<file path="src/hdl/bta_pkg.sv">
// Shared types, constants and helper functions of the binary to ASCII number formatter.
package bta_pkg;

    // Mode codes of a request.
    localparam logic [2:0] MODE_U16_DEC = 3'd0;
    localparam logic [2:0] MODE_U8_DEC  = 3'd1;
    localparam logic [2:0] MODE_S16_DEC = 3'd2;
    localparam logic [2:0] MODE_S32_DEC = 3'd3;
    localparam logic [2:0] MODE_HEX8    = 3'd4;

    // ASCII characters.
    localparam logic [7:0] CH_ZERO  = 8'h30;
    localparam logic [7:0] CH_PLUS  = 8'h2B;
    localparam logic [7:0] CH_MINUS = 8'h2D;
    localparam logic [7:0] CH_HEX_A_OFFSET = 8'h37;

    // Magnitudes never exceed the saturation limit, which fits in 27 bits.
    localparam int MAG_W  = 27;
    localparam int HALF_W = 14;
    localparam logic [31:0] SAT_LIMIT = 32'd99999999;

    // Exact divide by 10000 for any 27-bit value: q = (mag * RECIP_10K) >> RECIP_SHIFT.
    localparam int RECIP_W     = 28;
    localparam int PROD_W      = MAG_W + RECIP_W;
    localparam int RECIP_SHIFT = 41;
    localparam logic [RECIP_W-1:0] RECIP_10K = 28'd219902326;
    localparam logic [HALF_W-1:0]  TEN_K     = 14'd10000;

    // Fixed-point digit fractions: the integer digit sits above FRAC_LSB.
    localparam int FRAC_LSB = 34;
    localparam int FRAC_W   = FRAC_LSB + 4;
    localparam int SCALE_W  = 28;
    // ceil(2^34 / 1000) for four digits and ceil(2^34 / 100) for three digits.
    localparam logic [SCALE_W-1:0] SCALE_4DIG = 28'd17179870;
    localparam logic [SCALE_W-1:0] SCALE_3DIG = 28'd171798692;
    localparam int SCALED_W = HALF_W + SCALE_W;

    localparam int BTA_QUEUE_DEPTH = 4;

    typedef struct packed {
        logic [2:0]  mode;
        logic [31:0] value;
    } req_t;

    typedef struct packed {
        logic [7:0] text_char;
        logic       last;
        logic       overflow;
    } rsp_t;

    // What the back end has to print for one number.
    typedef struct packed {
        logic [1:0] lit_cnt;
        logic [7:0] lit0;
        logic [7:0] lit1;
        logic [2:0] hi_cnt;
        logic [2:0] lo_cnt;
        logic       ovf;
    } desc_t;

    typedef struct packed {
        desc_t             desc;
        logic [FRAC_W-1:0] f_hi;
        logic [FRAC_W-1:0] f_lo;
    } entry_t;

    function automatic logic [7:0] hex_char(input logic [3:0] nib);
        if (nib < 4'd10)
        begin
            return CH_ZERO + {4'b0, nib};
        end
        return CH_HEX_A_OFFSET + {4'b0, nib};
    endfunction

    // Drop the leading digit of a fraction and scale the rest by ten.
    function automatic logic [FRAC_W-1:0] next_frac(input logic [FRAC_W-1:0] f);
        logic [FRAC_W-1:0] fr;
        fr = {4'b0, f[FRAC_LSB-1:0]};
        return (fr << 3) + (fr << 1);
    endfunction

endpackage

</file>
<file path="src/hdl/bta_front.sv">
// Front end: accepts requests, classifies them and splits the magnitude into digit fractions.
module bta_front (
    input  logic                clk,
    input  logic                rst_n,
    input  logic                accept,
    input  bta_pkg::req_t       request,
    output logic [2:0]          inflight,
    output logic                push,
    output bta_pkg::entry_t     push_entry
);

    // Stage 1: raw request.
    logic                        s1_valid_reg;
    bta_pkg::req_t               s1_req_reg;
    // Stage 2: classified magnitude.
    logic                        s2_valid_reg;
    bta_pkg::desc_t              s2_desc_reg;
    logic [bta_pkg::MAG_W-1:0]   s2_mag_reg;
    // Stage 3: upper half of the magnitude.
    logic                        s3_valid_reg;
    bta_pkg::desc_t              s3_desc_reg;
    logic [bta_pkg::MAG_W-1:0]   s3_mag_reg;
    logic [bta_pkg::HALF_W-1:0]  s3_q_reg;
    // Stage 4: both halves.
    logic                        s4_valid_reg;
    bta_pkg::desc_t              s4_desc_reg;
    logic [bta_pkg::HALF_W-1:0]  s4_hi_reg;
    logic [bta_pkg::HALF_W-1:0]  s4_lo_reg;

    logic                        cls_ok;
    bta_pkg::desc_t              cls_desc;
    logic [bta_pkg::MAG_W-1:0]   cls_mag;
    logic                        neg;
    logic [15:0]                 mag16;
    logic [31:0]                 mag32;
    logic                        sat;
    logic [bta_pkg::PROD_W-1:0]  q_prod;
    logic [27:0]                 q_times_10k;
    logic [27:0]                 lo_wide;
    logic [bta_pkg::SCALED_W-1:0] hi_scaled;
    logic [bta_pkg::SCALED_W-1:0] lo_scaled;

    // Classification of the stage 1 request.
    always_comb
    begin
        cls_ok   = 1'b1;
        cls_desc = '0;
        cls_mag  = '0;
        neg      = 1'b0;
        mag16    = s1_req_reg.value[15:0];
        mag32    = s1_req_reg.value;
        sat      = 1'b0;
        case (s1_req_reg.mode)
            bta_pkg::MODE_U16_DEC:
            begin
                cls_mag         = bta_pkg::MAG_W'(s1_req_reg.value[15:0]);
                cls_desc.hi_cnt = 3'd1;
                cls_desc.lo_cnt = 3'd4;
            end
            bta_pkg::MODE_U8_DEC:
            begin
                cls_mag         = bta_pkg::MAG_W'(s1_req_reg.value[7:0]);
                cls_desc.lo_cnt = 3'd3;
            end
            bta_pkg::MODE_S16_DEC:
            begin
                neg = s1_req_reg.value[15];
                if (neg)
                begin
                    mag16 = ~s1_req_reg.value[15:0] + 16'd1;
                end
                cls_mag          = bta_pkg::MAG_W'(mag16);
                cls_desc.lit_cnt = 2'd1;
                cls_desc.lit0    = neg ? bta_pkg::CH_MINUS : bta_pkg::CH_PLUS;
                cls_desc.hi_cnt  = 3'd1;
                cls_desc.lo_cnt  = 3'd4;
            end
            bta_pkg::MODE_S32_DEC:
            begin
                neg = s1_req_reg.value[31];
                if (neg)
                begin
                    mag32 = ~s1_req_reg.value + 32'd1;
                end
                sat              = mag32 > bta_pkg::SAT_LIMIT;
                cls_mag          = sat ? bta_pkg::SAT_LIMIT[bta_pkg::MAG_W-1:0]
                                       : mag32[bta_pkg::MAG_W-1:0];
                cls_desc.lit_cnt = 2'd1;
                cls_desc.lit0    = neg ? bta_pkg::CH_MINUS : bta_pkg::CH_PLUS;
                cls_desc.hi_cnt  = 3'd4;
                cls_desc.lo_cnt  = 3'd4;
                cls_desc.ovf     = sat;
            end
            bta_pkg::MODE_HEX8:
            begin
                cls_desc.lit_cnt = 2'd2;
                cls_desc.lit0    = bta_pkg::hex_char(s1_req_reg.value[7:4]);
                cls_desc.lit1    = bta_pkg::hex_char(s1_req_reg.value[3:0]);
            end
            default:
            begin
                cls_ok = 1'b0;
            end
        endcase
    end

    // Reciprocal multiply gives the exact quotient by ten thousand.
    assign q_prod = bta_pkg::PROD_W'(s2_mag_reg) * bta_pkg::PROD_W'(bta_pkg::RECIP_10K);

    assign q_times_10k = 28'(s3_q_reg) * 28'(bta_pkg::TEN_K);
    assign lo_wide     = 28'(s3_mag_reg) - q_times_10k;

    // A single leading digit needs no scaling beyond a shift.
    always_comb
    begin
        if (s4_desc_reg.hi_cnt == 3'd1)
        begin
            hi_scaled = bta_pkg::SCALED_W'(s4_hi_reg) << bta_pkg::FRAC_LSB;
        end
        else
        begin
            hi_scaled = bta_pkg::SCALED_W'(s4_hi_reg) * bta_pkg::SCALED_W'(bta_pkg::SCALE_4DIG);
        end
        if (s4_desc_reg.lo_cnt == 3'd3)
        begin
            lo_scaled = bta_pkg::SCALED_W'(s4_lo_reg) * bta_pkg::SCALED_W'(bta_pkg::SCALE_3DIG);
        end
        else
        begin
            lo_scaled = bta_pkg::SCALED_W'(s4_lo_reg) * bta_pkg::SCALED_W'(bta_pkg::SCALE_4DIG);
        end
    end

    always_ff @(posedge clk or negedge rst_n)
    begin
        if (!rst_n)
        begin
            s1_valid_reg <= 1'b0;
            s2_valid_reg <= 1'b0;
            s3_valid_reg <= 1'b0;
            s4_valid_reg <= 1'b0;
        end
        else
        begin
            s1_valid_reg <= accept;
            s2_valid_reg <= s1_valid_reg & cls_ok;
            s3_valid_reg <= s2_valid_reg;
            s4_valid_reg <= s3_valid_reg;
        end
    end

    always_ff @(posedge clk)
    begin
        if (accept)
        begin
            s1_req_reg <= request;
        end
        s2_desc_reg <= cls_desc;
        s2_mag_reg  <= cls_mag;
        s3_desc_reg <= s2_desc_reg;
        s3_mag_reg  <= s2_mag_reg;
        s3_q_reg    <= q_prod[bta_pkg::RECIP_SHIFT +: bta_pkg::HALF_W];
        s4_desc_reg <= s3_desc_reg;
        s4_hi_reg   <= s3_q_reg;
        s4_lo_reg   <= lo_wide[bta_pkg::HALF_W-1:0];
    end

    assign inflight = 3'(s1_valid_reg) + 3'(s2_valid_reg) + 3'(s3_valid_reg)
                    + 3'(s4_valid_reg);

    assign push            = s4_valid_reg;
    assign push_entry.desc = s4_desc_reg;
    assign push_entry.f_hi = hi_scaled[bta_pkg::FRAC_W-1:0];
    assign push_entry.f_lo = lo_scaled[bta_pkg::FRAC_W-1:0];

endmodule

</file>
<file path="src/hdl/bta_queue.sv">
// Short FIFO of classified numbers between the front end and the character emitter.
module bta_queue #(
    parameter int Depth = bta_pkg::BTA_QUEUE_DEPTH
) (
    input  logic                           clk,
    input  logic                           rst_n,
    input  logic                           push,
    input  bta_pkg::entry_t                push_entry,
    input  logic                           pop,
    output logic                           head_valid,
    output bta_pkg::entry_t                head,
    output logic [$clog2(Depth+1)-1:0]     count
);

    localparam int PTR_W = (Depth > 1) ? $clog2(Depth) : 1;
    localparam int CNT_W = $clog2(Depth + 1);

    bta_pkg::entry_t    store_reg [Depth];
    logic [PTR_W-1:0]   wr_ptr_reg;
    logic [PTR_W-1:0]   rd_ptr_reg;
    logic [CNT_W-1:0]   count_reg;

    function automatic logic [PTR_W-1:0] ptr_inc(input logic [PTR_W-1:0] p);
        if (p == PTR_W'(Depth - 1))
        begin
            return '0;
        end
        return p + PTR_W'(1);
    endfunction

    always_ff @(posedge clk or negedge rst_n)
    begin
        if (!rst_n)
        begin
            wr_ptr_reg <= '0;
            rd_ptr_reg <= '0;
            count_reg  <= '0;
        end
        else
        begin
            if (push)
            begin
                wr_ptr_reg <= ptr_inc(wr_ptr_reg);
            end
            if (pop)
            begin
                rd_ptr_reg <= ptr_inc(rd_ptr_reg);
            end
            if (push && !pop)
            begin
                count_reg <= count_reg + CNT_W'(1);
            end
            else if (pop && !push)
            begin
                count_reg <= count_reg - CNT_W'(1);
            end
        end
    end

    always_ff @(posedge clk)
    begin
        if (push)
        begin
            store_reg[wr_ptr_reg] <= push_entry;
        end
    end

    assign head_valid = count_reg != '0;
    assign head       = store_reg[rd_ptr_reg];
    assign count      = count_reg;

endmodule

</file>
<file path="src/hdl/bta_back.sv">
// Character emitter: prints one character of the current number per clock.
module bta_back (
    input  logic            clk,
    input  logic            rst_n,
    input  logic            head_valid,
    input  bta_pkg::entry_t head,
    output logic            pop,
    output logic            strobe,
    output bta_pkg::rsp_t   result
);

    logic                        active_reg;
    logic [3:0]                  rem_reg;
    logic [1:0]                  lit_cnt_reg;
    logic [2:0]                  hi_cnt_reg;
    logic [2:0]                  lo_cnt_reg;
    logic [7:0]                  lit0_reg;
    logic [7:0]                  lit1_reg;
    logic                        ovf_reg;
    logic [bta_pkg::FRAC_W-1:0]  f_hi_reg;
    logic [bta_pkg::FRAC_W-1:0]  f_lo_reg;
    logic                        strobe_reg;
    bta_pkg::rsp_t               result_reg;

    logic                        last_now;
    logic [bta_pkg::FRAC_W-1:0]  digit_frac;
    logic [7:0]                  ch;

    assign last_now   = active_reg && (rem_reg == 4'd1);
    assign pop        = head_valid && (!active_reg || last_now);
    assign digit_frac = (hi_cnt_reg != 3'd0) ? f_hi_reg : f_lo_reg;
    assign ch         = (lit_cnt_reg != 2'd0) ? lit0_reg
                      : bta_pkg::CH_ZERO + {4'b0, digit_frac[bta_pkg::FRAC_W-1 -: 4]};

    always_ff @(posedge clk or negedge rst_n)
    begin
        if (!rst_n)
        begin
            active_reg  <= 1'b0;
            rem_reg     <= '0;
            lit_cnt_reg <= '0;
            hi_cnt_reg  <= '0;
            lo_cnt_reg  <= '0;
            strobe_reg  <= 1'b0;
        end
        else
        begin
            strobe_reg <= active_reg;
            if (pop)
            begin
                active_reg  <= 1'b1;
                rem_reg     <= 4'(head.desc.lit_cnt) + 4'(head.desc.hi_cnt)
                             + 4'(head.desc.lo_cnt);
                lit_cnt_reg <= head.desc.lit_cnt;
                hi_cnt_reg  <= head.desc.hi_cnt;
                lo_cnt_reg  <= head.desc.lo_cnt;
            end
            else if (active_reg)
            begin
                rem_reg <= rem_reg - 4'd1;
                if (last_now)
                begin
                    active_reg <= 1'b0;
                end
                if (lit_cnt_reg != 2'd0)
                begin
                    lit_cnt_reg <= lit_cnt_reg - 2'd1;
                end
                else if (hi_cnt_reg != 3'd0)
                begin
                    hi_cnt_reg <= hi_cnt_reg - 3'd1;
                end
                else if (lo_cnt_reg != 3'd0)
                begin
                    lo_cnt_reg <= lo_cnt_reg - 3'd1;
                end
            end
        end
    end

    always_ff @(posedge clk)
    begin
        result_reg.text_char <= ch;
        result_reg.last      <= last_now;
        result_reg.overflow  <= ovf_reg;
        if (pop)
        begin
            lit0_reg <= head.desc.lit0;
            lit1_reg <= head.desc.lit1;
            ovf_reg  <= head.desc.ovf;
            f_hi_reg <= head.f_hi;
            f_lo_reg <= head.f_lo;
        end
        else if (active_reg)
        begin
            if (lit_cnt_reg != 2'd0)
            begin
                lit0_reg <= lit1_reg;
            end
            else if (hi_cnt_reg != 3'd0)
            begin
                f_hi_reg <= bta_pkg::next_frac(f_hi_reg);
            end
            else
            begin
                f_lo_reg <= bta_pkg::next_frac(f_lo_reg);
            end
        end
    end

    assign strobe = strobe_reg;
    assign result = result_reg;

endmodule

</file>
<file path="src/hdl/binary_to_ascii_number_formatter.sv">
// Top level of the binary to ASCII number formatter.
// A request (mode and 32-bit value) is taken at a clock edge where start is high and busy is
// low; busy only reflects how much work is already reserved, so requests may follow each other
// on consecutive cycles until the reservations run out. Each request produces its text one
// character per cycle on result, with strobe high for exactly one cycle per character and
// result.last set on the final one. The receiver cannot stall: every strobed character must be
// taken in its cycle. Output rate is one character per clock; a number has 2 characters (hex),
// 3 (unsigned 8-bit), 5 (unsigned 16-bit), 6 (signed 16-bit) or 9 (signed 32-bit), and the
// single character emitter sets the sustained rate. Four front stages classify the value,
// divide it by ten thousand with a reciprocal multiply and turn both halves into scaled digit
// fractions, then the number waits in the queue until the emitter picks it up. Modes 5 to 7
// are dropped in the front end and produce no characters. A signed 32-bit magnitude above
// 99999999 prints as 99999999 with overflow set on all of its characters.
module binary_to_ascii_number_formatter #(
    parameter int QueueDepth = bta_pkg::BTA_QUEUE_DEPTH
) (
    input  logic          clk,
    input  logic          rst_n,
    input  logic          start,
    output logic          busy,
    input  bta_pkg::req_t request,
    output logic          strobe,
    output bta_pkg::rsp_t result
);

    localparam int CNT_W = $clog2(QueueDepth + 1);
    localparam int OCC_W = CNT_W + 3;

    logic              accept;
    logic [2:0]        inflight;
    logic              push;
    bta_pkg::entry_t   push_entry;
    logic              pop;
    logic              head_valid;
    bta_pkg::entry_t   head;
    logic [CNT_W-1:0]  q_count;
    logic [OCC_W-1:0]  occupancy;

    // Every request in the front stages holds a queue slot, so pushes never find it full.
    assign occupancy = OCC_W'(inflight) + OCC_W'(q_count);
    assign busy      = occupancy >= OCC_W'(QueueDepth);
    assign accept    = start && !busy;

    bta_front u_front (
        .clk        (clk),
        .rst_n      (rst_n),
        .accept     (accept),
        .request    (request),
        .inflight   (inflight),
        .push       (push),
        .push_entry (push_entry)
    );

    bta_queue #(
        .Depth (QueueDepth)
    ) u_queue (
        .clk        (clk),
        .rst_n      (rst_n),
        .push       (push),
        .push_entry (push_entry),
        .pop        (pop),
        .head_valid (head_valid),
        .head       (head),
        .count      (q_count)
    );

    bta_back u_back (
        .clk        (clk),
        .rst_n      (rst_n),
        .head_valid (head_valid),
        .head       (head),
        .pop        (pop),
        .strobe     (strobe),
        .result     (result)
    );

endmodule
</file>
<file path="config.mk">
export PLATFORM = sky130hd
export DESIGN_NAME = binary_to_ascii_number_formatter
export DESIGN_NICKNAME = d
export VERILOG_FILES = /design/src/hdl/bta_pkg.sv /design/src/hdl/bta_front.sv /design/src/hdl/bta_queue.sv /design/src/hdl/bta_back.sv /design/src/hdl/binary_to_ascii_number_formatter.sv
export SDC_FILE = /design/constraint.sdc
export NUM_CORES = 2
export LEC_CHECK = 0
export BUFFER_PORTS_ARGS = -buffer_cell sky130_fd_sc_hd__buf_2
export CORE_MARGIN = 5
export CORE_UTILIZATION = 45
export CTS_CLUSTER_SIZE = 24
export DETAILED_ROUTE_END_ITERATION = 10
export GPL_TIMING_DRIVEN = 0
export PLACE_DENSITY = 0.66
export SETUP_SLACK_MARGIN = 0.1
export SLEW_MARGIN = 30
export SYNTH_ARGS = -nofsm -noshare
export SYNTH_HDL_FRONTEND = slang
export SYNTH_HIERARCHICAL = 1
export SYNTH_SLANG_ARGS = --single-unit
</file>
<file path="constraint.sdc">
create_clock -name clk -period 8.78 [get_ports clk]
set_input_delay 1.317 -clock clk [delete_from_list [all_inputs] [get_ports clk]]
set_output_delay 1.317 -clock clk [all_outputs]
set_load 0.01 [all_outputs]
</file>
==> results.py <==
metrics = {
    "outcome": {
        "status": "finished, final reports clean",
    },
    "die": {
        "fp.dieH_um": 371,
        "fp.dieW_um": 371,
        "ios": 50,
        "start_util_pct": 45.4,
        "die-area_mm2": 0.138,
        "core_area_mm2": 0.130,
        "num_rows": 132,
    },
    "setup_path": {
        "cp-start-kind": "register",
        "path_cells": "inv_1 > fa_1 > inv_1 > ha_1 > inv_1 > fa_1 > inv_1 > fa_1 > inv_1 > fa_1 > fa_1 > inv_1 > ha_1 > and3_1 > a221oi_1 > o21ai_0 > nor4_1 > o21ai_0 > a31oi_1 > o21ai_0 > xnor2_1 > o21ai_0",
        "cp_top_family": "adder cells",
        "rr_endpoint": "u_queue/store_reg[3][26]",
        "endpoint": "u_queue/store_reg[3][26]",
        "critPathCaptureType": "register",
        "crit_path_max_incr_delay_ns": 0.81,
        "cp.required_ns": 9.15,
        "path_max_fanout": 10,
        "arrival_ns": 8.30,
        "cp_slowest_cell": "nor4_1",
        "worst_path_most_repeated_cell": "inv_1",
        "worstReg2RegStart": "u_front/s4_lo_reg[8]",
        "crit_cells": 22,
        "critPathKind": "register to register",
        "worst-path-buf-inv": 6,
        "crit_start": "u_front/s4_lo_reg[8]",
        "reg2reg_slack_ns": 0.85,
        "r2r_cells": 22,
    },
    "sta": {
        "clock_skew_ns": 0.0520,
        "hold_ws_ns": 0.324,
        "fmax_mhz": 126,
        "slew_headroom_pct": 33.6,
        "grt_setup_unrepaired": "no",
        "period_share_pct": 90.4,
        "finalSetupTns_ns": 0,
        "hold_viol_final": 0,
        "worstMarginPinSlew_ns": 0.996,
        "finalSetupViolCount": 0,
        "min_period_ns": 7.93,
        "drv_slew": 0,
    },
    "route": {
        "wl_um": 136000,
        "wl_per_cell_um": 19.2,
        "drt-initial-drc-count": 2560,
        "firstDrtPassIters": 6,
        "ant_nets": 0,
        "vias_per_cell": 5.25,
        "drc": 0,
        "vias": 37280,
    },
    "cts": {
        "post_cts_buffers": 0,
        "cts-root-buf": "clkbuf_16",
        "cts_resized": 0,
        "cts_tree": "yes",
        "clock_sinks": 710,
        "clk_latency_ns": 0.66,
        "holdBufCountCts": 0,
        "cts_max_level": 3,
        "cts_buffers": 77,
        "clockBufferDepth": 3,
        "path_clk_slew_ns": 0.06,
    },
    "synthesis": {
        "ys_types": 95,
        "synth-seq-cells": 710,
        "postSynthCellCount": 5140,
        "synth_area_per_cell_um2": 11.4,
        "async_flop_share_pct": 3.10,
        "yosys_warnings": 6,
        "synth_ff_type": "edfxtp_1",
        "synth-edff-count": 532,
        "syn_area_mm2": 0.0588,
        "yosysSeqAreaShare_pct": 33.4,
    },
    "finish": {
        "antenna_cells": 0,
        "stdcell_count": 7096,
        "syn2layout_area_growth_pct": 9.21,
        "final_cell_mix": "inv_1, ha_1, fa_1",
        "layout-drive-gt1-share_pct": 7.28,
        "stdcell_area_mm2": 0.0642,
        "final_common_cell": "inv_1",
        "fin_nets": 6693,
        "largest_reg_flops": 404,
    },
    "job": {
        "cap_violations": 0,
    },
    "placement": {
        "dp.cells": 6953,
        "dpl_cell_area_mm2": 0.0616,
        "place_hpwl_um": 111000,
        "io_buffers": 49,
        "gp_congestion": 0.948,
    },
    "global_route": {
        "grt_util_met2_pct": 33.7,
        "antenna_found_initial": 3,
        "busiest_layer": "met2",
        "grt.met1_usage_pct": 28.0,
        "grtUsageTotal_pct": 20.3,
        "grt_pass1_wl_um": 218000,
        "grt_max_degree": 42,
        "grt.met3_usage_pct": 2.49,
        "first_global_vias": 38981,
        "grt.overflow.total": 0,
    },
    "hold_path": {
        "whs_path_depth": 0,
        "hp-class": "register to register",
    },
}
synthesized netlist by cell type (21+ instances only):
cell | n | area share (%)
a211oi_1 | 41 | 0.52
a21o_1 | 94 | 1.2
a21oi_1 | 259 | 2.2
nand2b_1 | 30 | 0.32
clkbuf_1 | 71 | 0.45
and3_1 | 25 | 0.27
nand3_1 | 51 | 0.43
or3_1 | 21 | 0.22
nor2b_1 | 30 | 0.32
nand4_1 | 23 | 0.24
dfxtp_1 | 156 | 5.3
xnor2_1 | 108 | 1.6
o21a_1 | 31 | 0.40
nor2_1 | 231 | 1.5
a31oi_1 | 21 | 0.22
fa_1 | 587 | 20
nor3_1 | 47 | 0.40
edfxtp_1 | 532 | 27
o21bai_1 | 24 | 0.31
xor2_1 | 83 | 1.2
inv_1 | 1052 | 6.7
nand2_1 | 217 | 1.4
o21ai_0 | 178 | 1.5
dfrtp_1 | 22 | 0.94
mux4_2 | 101 | 3.9
ha_1 | 778 | 17
logic make-up after synthesis:
| kind of cell | synth area share (%) |
|---|---|
| adder cells (fa/ha/maj) | 36.5 |
| buffers and inverters | 7.82 |
| AO/OA/AOI/OAI | 8.93 |
| AND/OR/NAND/NOR | 6.34 |
| flip-flops | 33.4 |
| XOR/XNOR | 2.84 |
| multiplexers | 4.11 |
| other | 0.00638 |
routing by layer:
layer	routed length, um	part of all wire, %
met1	61500	45
met2	64400	47
met3	6500	4.8
met4	4110	3.0
met5	0	0
worst min-delay path by stage:
stage / startpoint / end / slack, ns
global placement: u_front/s3_desc_reg[0] / u_front/push_entry[76] / 0.31
floorplan: u_front/s3_desc_reg[24] / u_front/push_entry[100] / 0.31
finish: u_front/s3_desc_reg[3] / u_front/push_entry[79] / 0.32
CTS: u_front/s2_desc_reg[8] / u_front/s3_desc_reg[8] / 0.33
detailed placement: u_front/s3_desc_reg[17] / u_front/push_entry[93] / 0.31
global route: u_front/s3_desc_reg[3] / u_front/push_entry[79] / 0.33
area by class of cell:
type / count / area (um2)
Buffer: 116 / 651
Clock buffer: 99 / 2090
Clock inverter: 44 / 498
Fill cell: 11545 / 65400
Inverter: 1052 / 3950
Multi-Input combinational cell: 3266 / 34600
Sequential cell: 710 / 19700
Tap cell: 1742 / 2180
Timing Repair Buffer: 67 / 591
per-stage QoR:
step                      worst slack (ns)  util, %
after floorplan                       2.52        -
after global placement                1.01     47.2
after detailed placement              1.02     47.5
after CTS                             1.02     49.5
after global routing                 0.657     49.5
final                                0.846     49.5
Power is left out: the tool's default activity adds up to more than one toggle a clock period on the data nets, which glitch-free logic cannot reach.
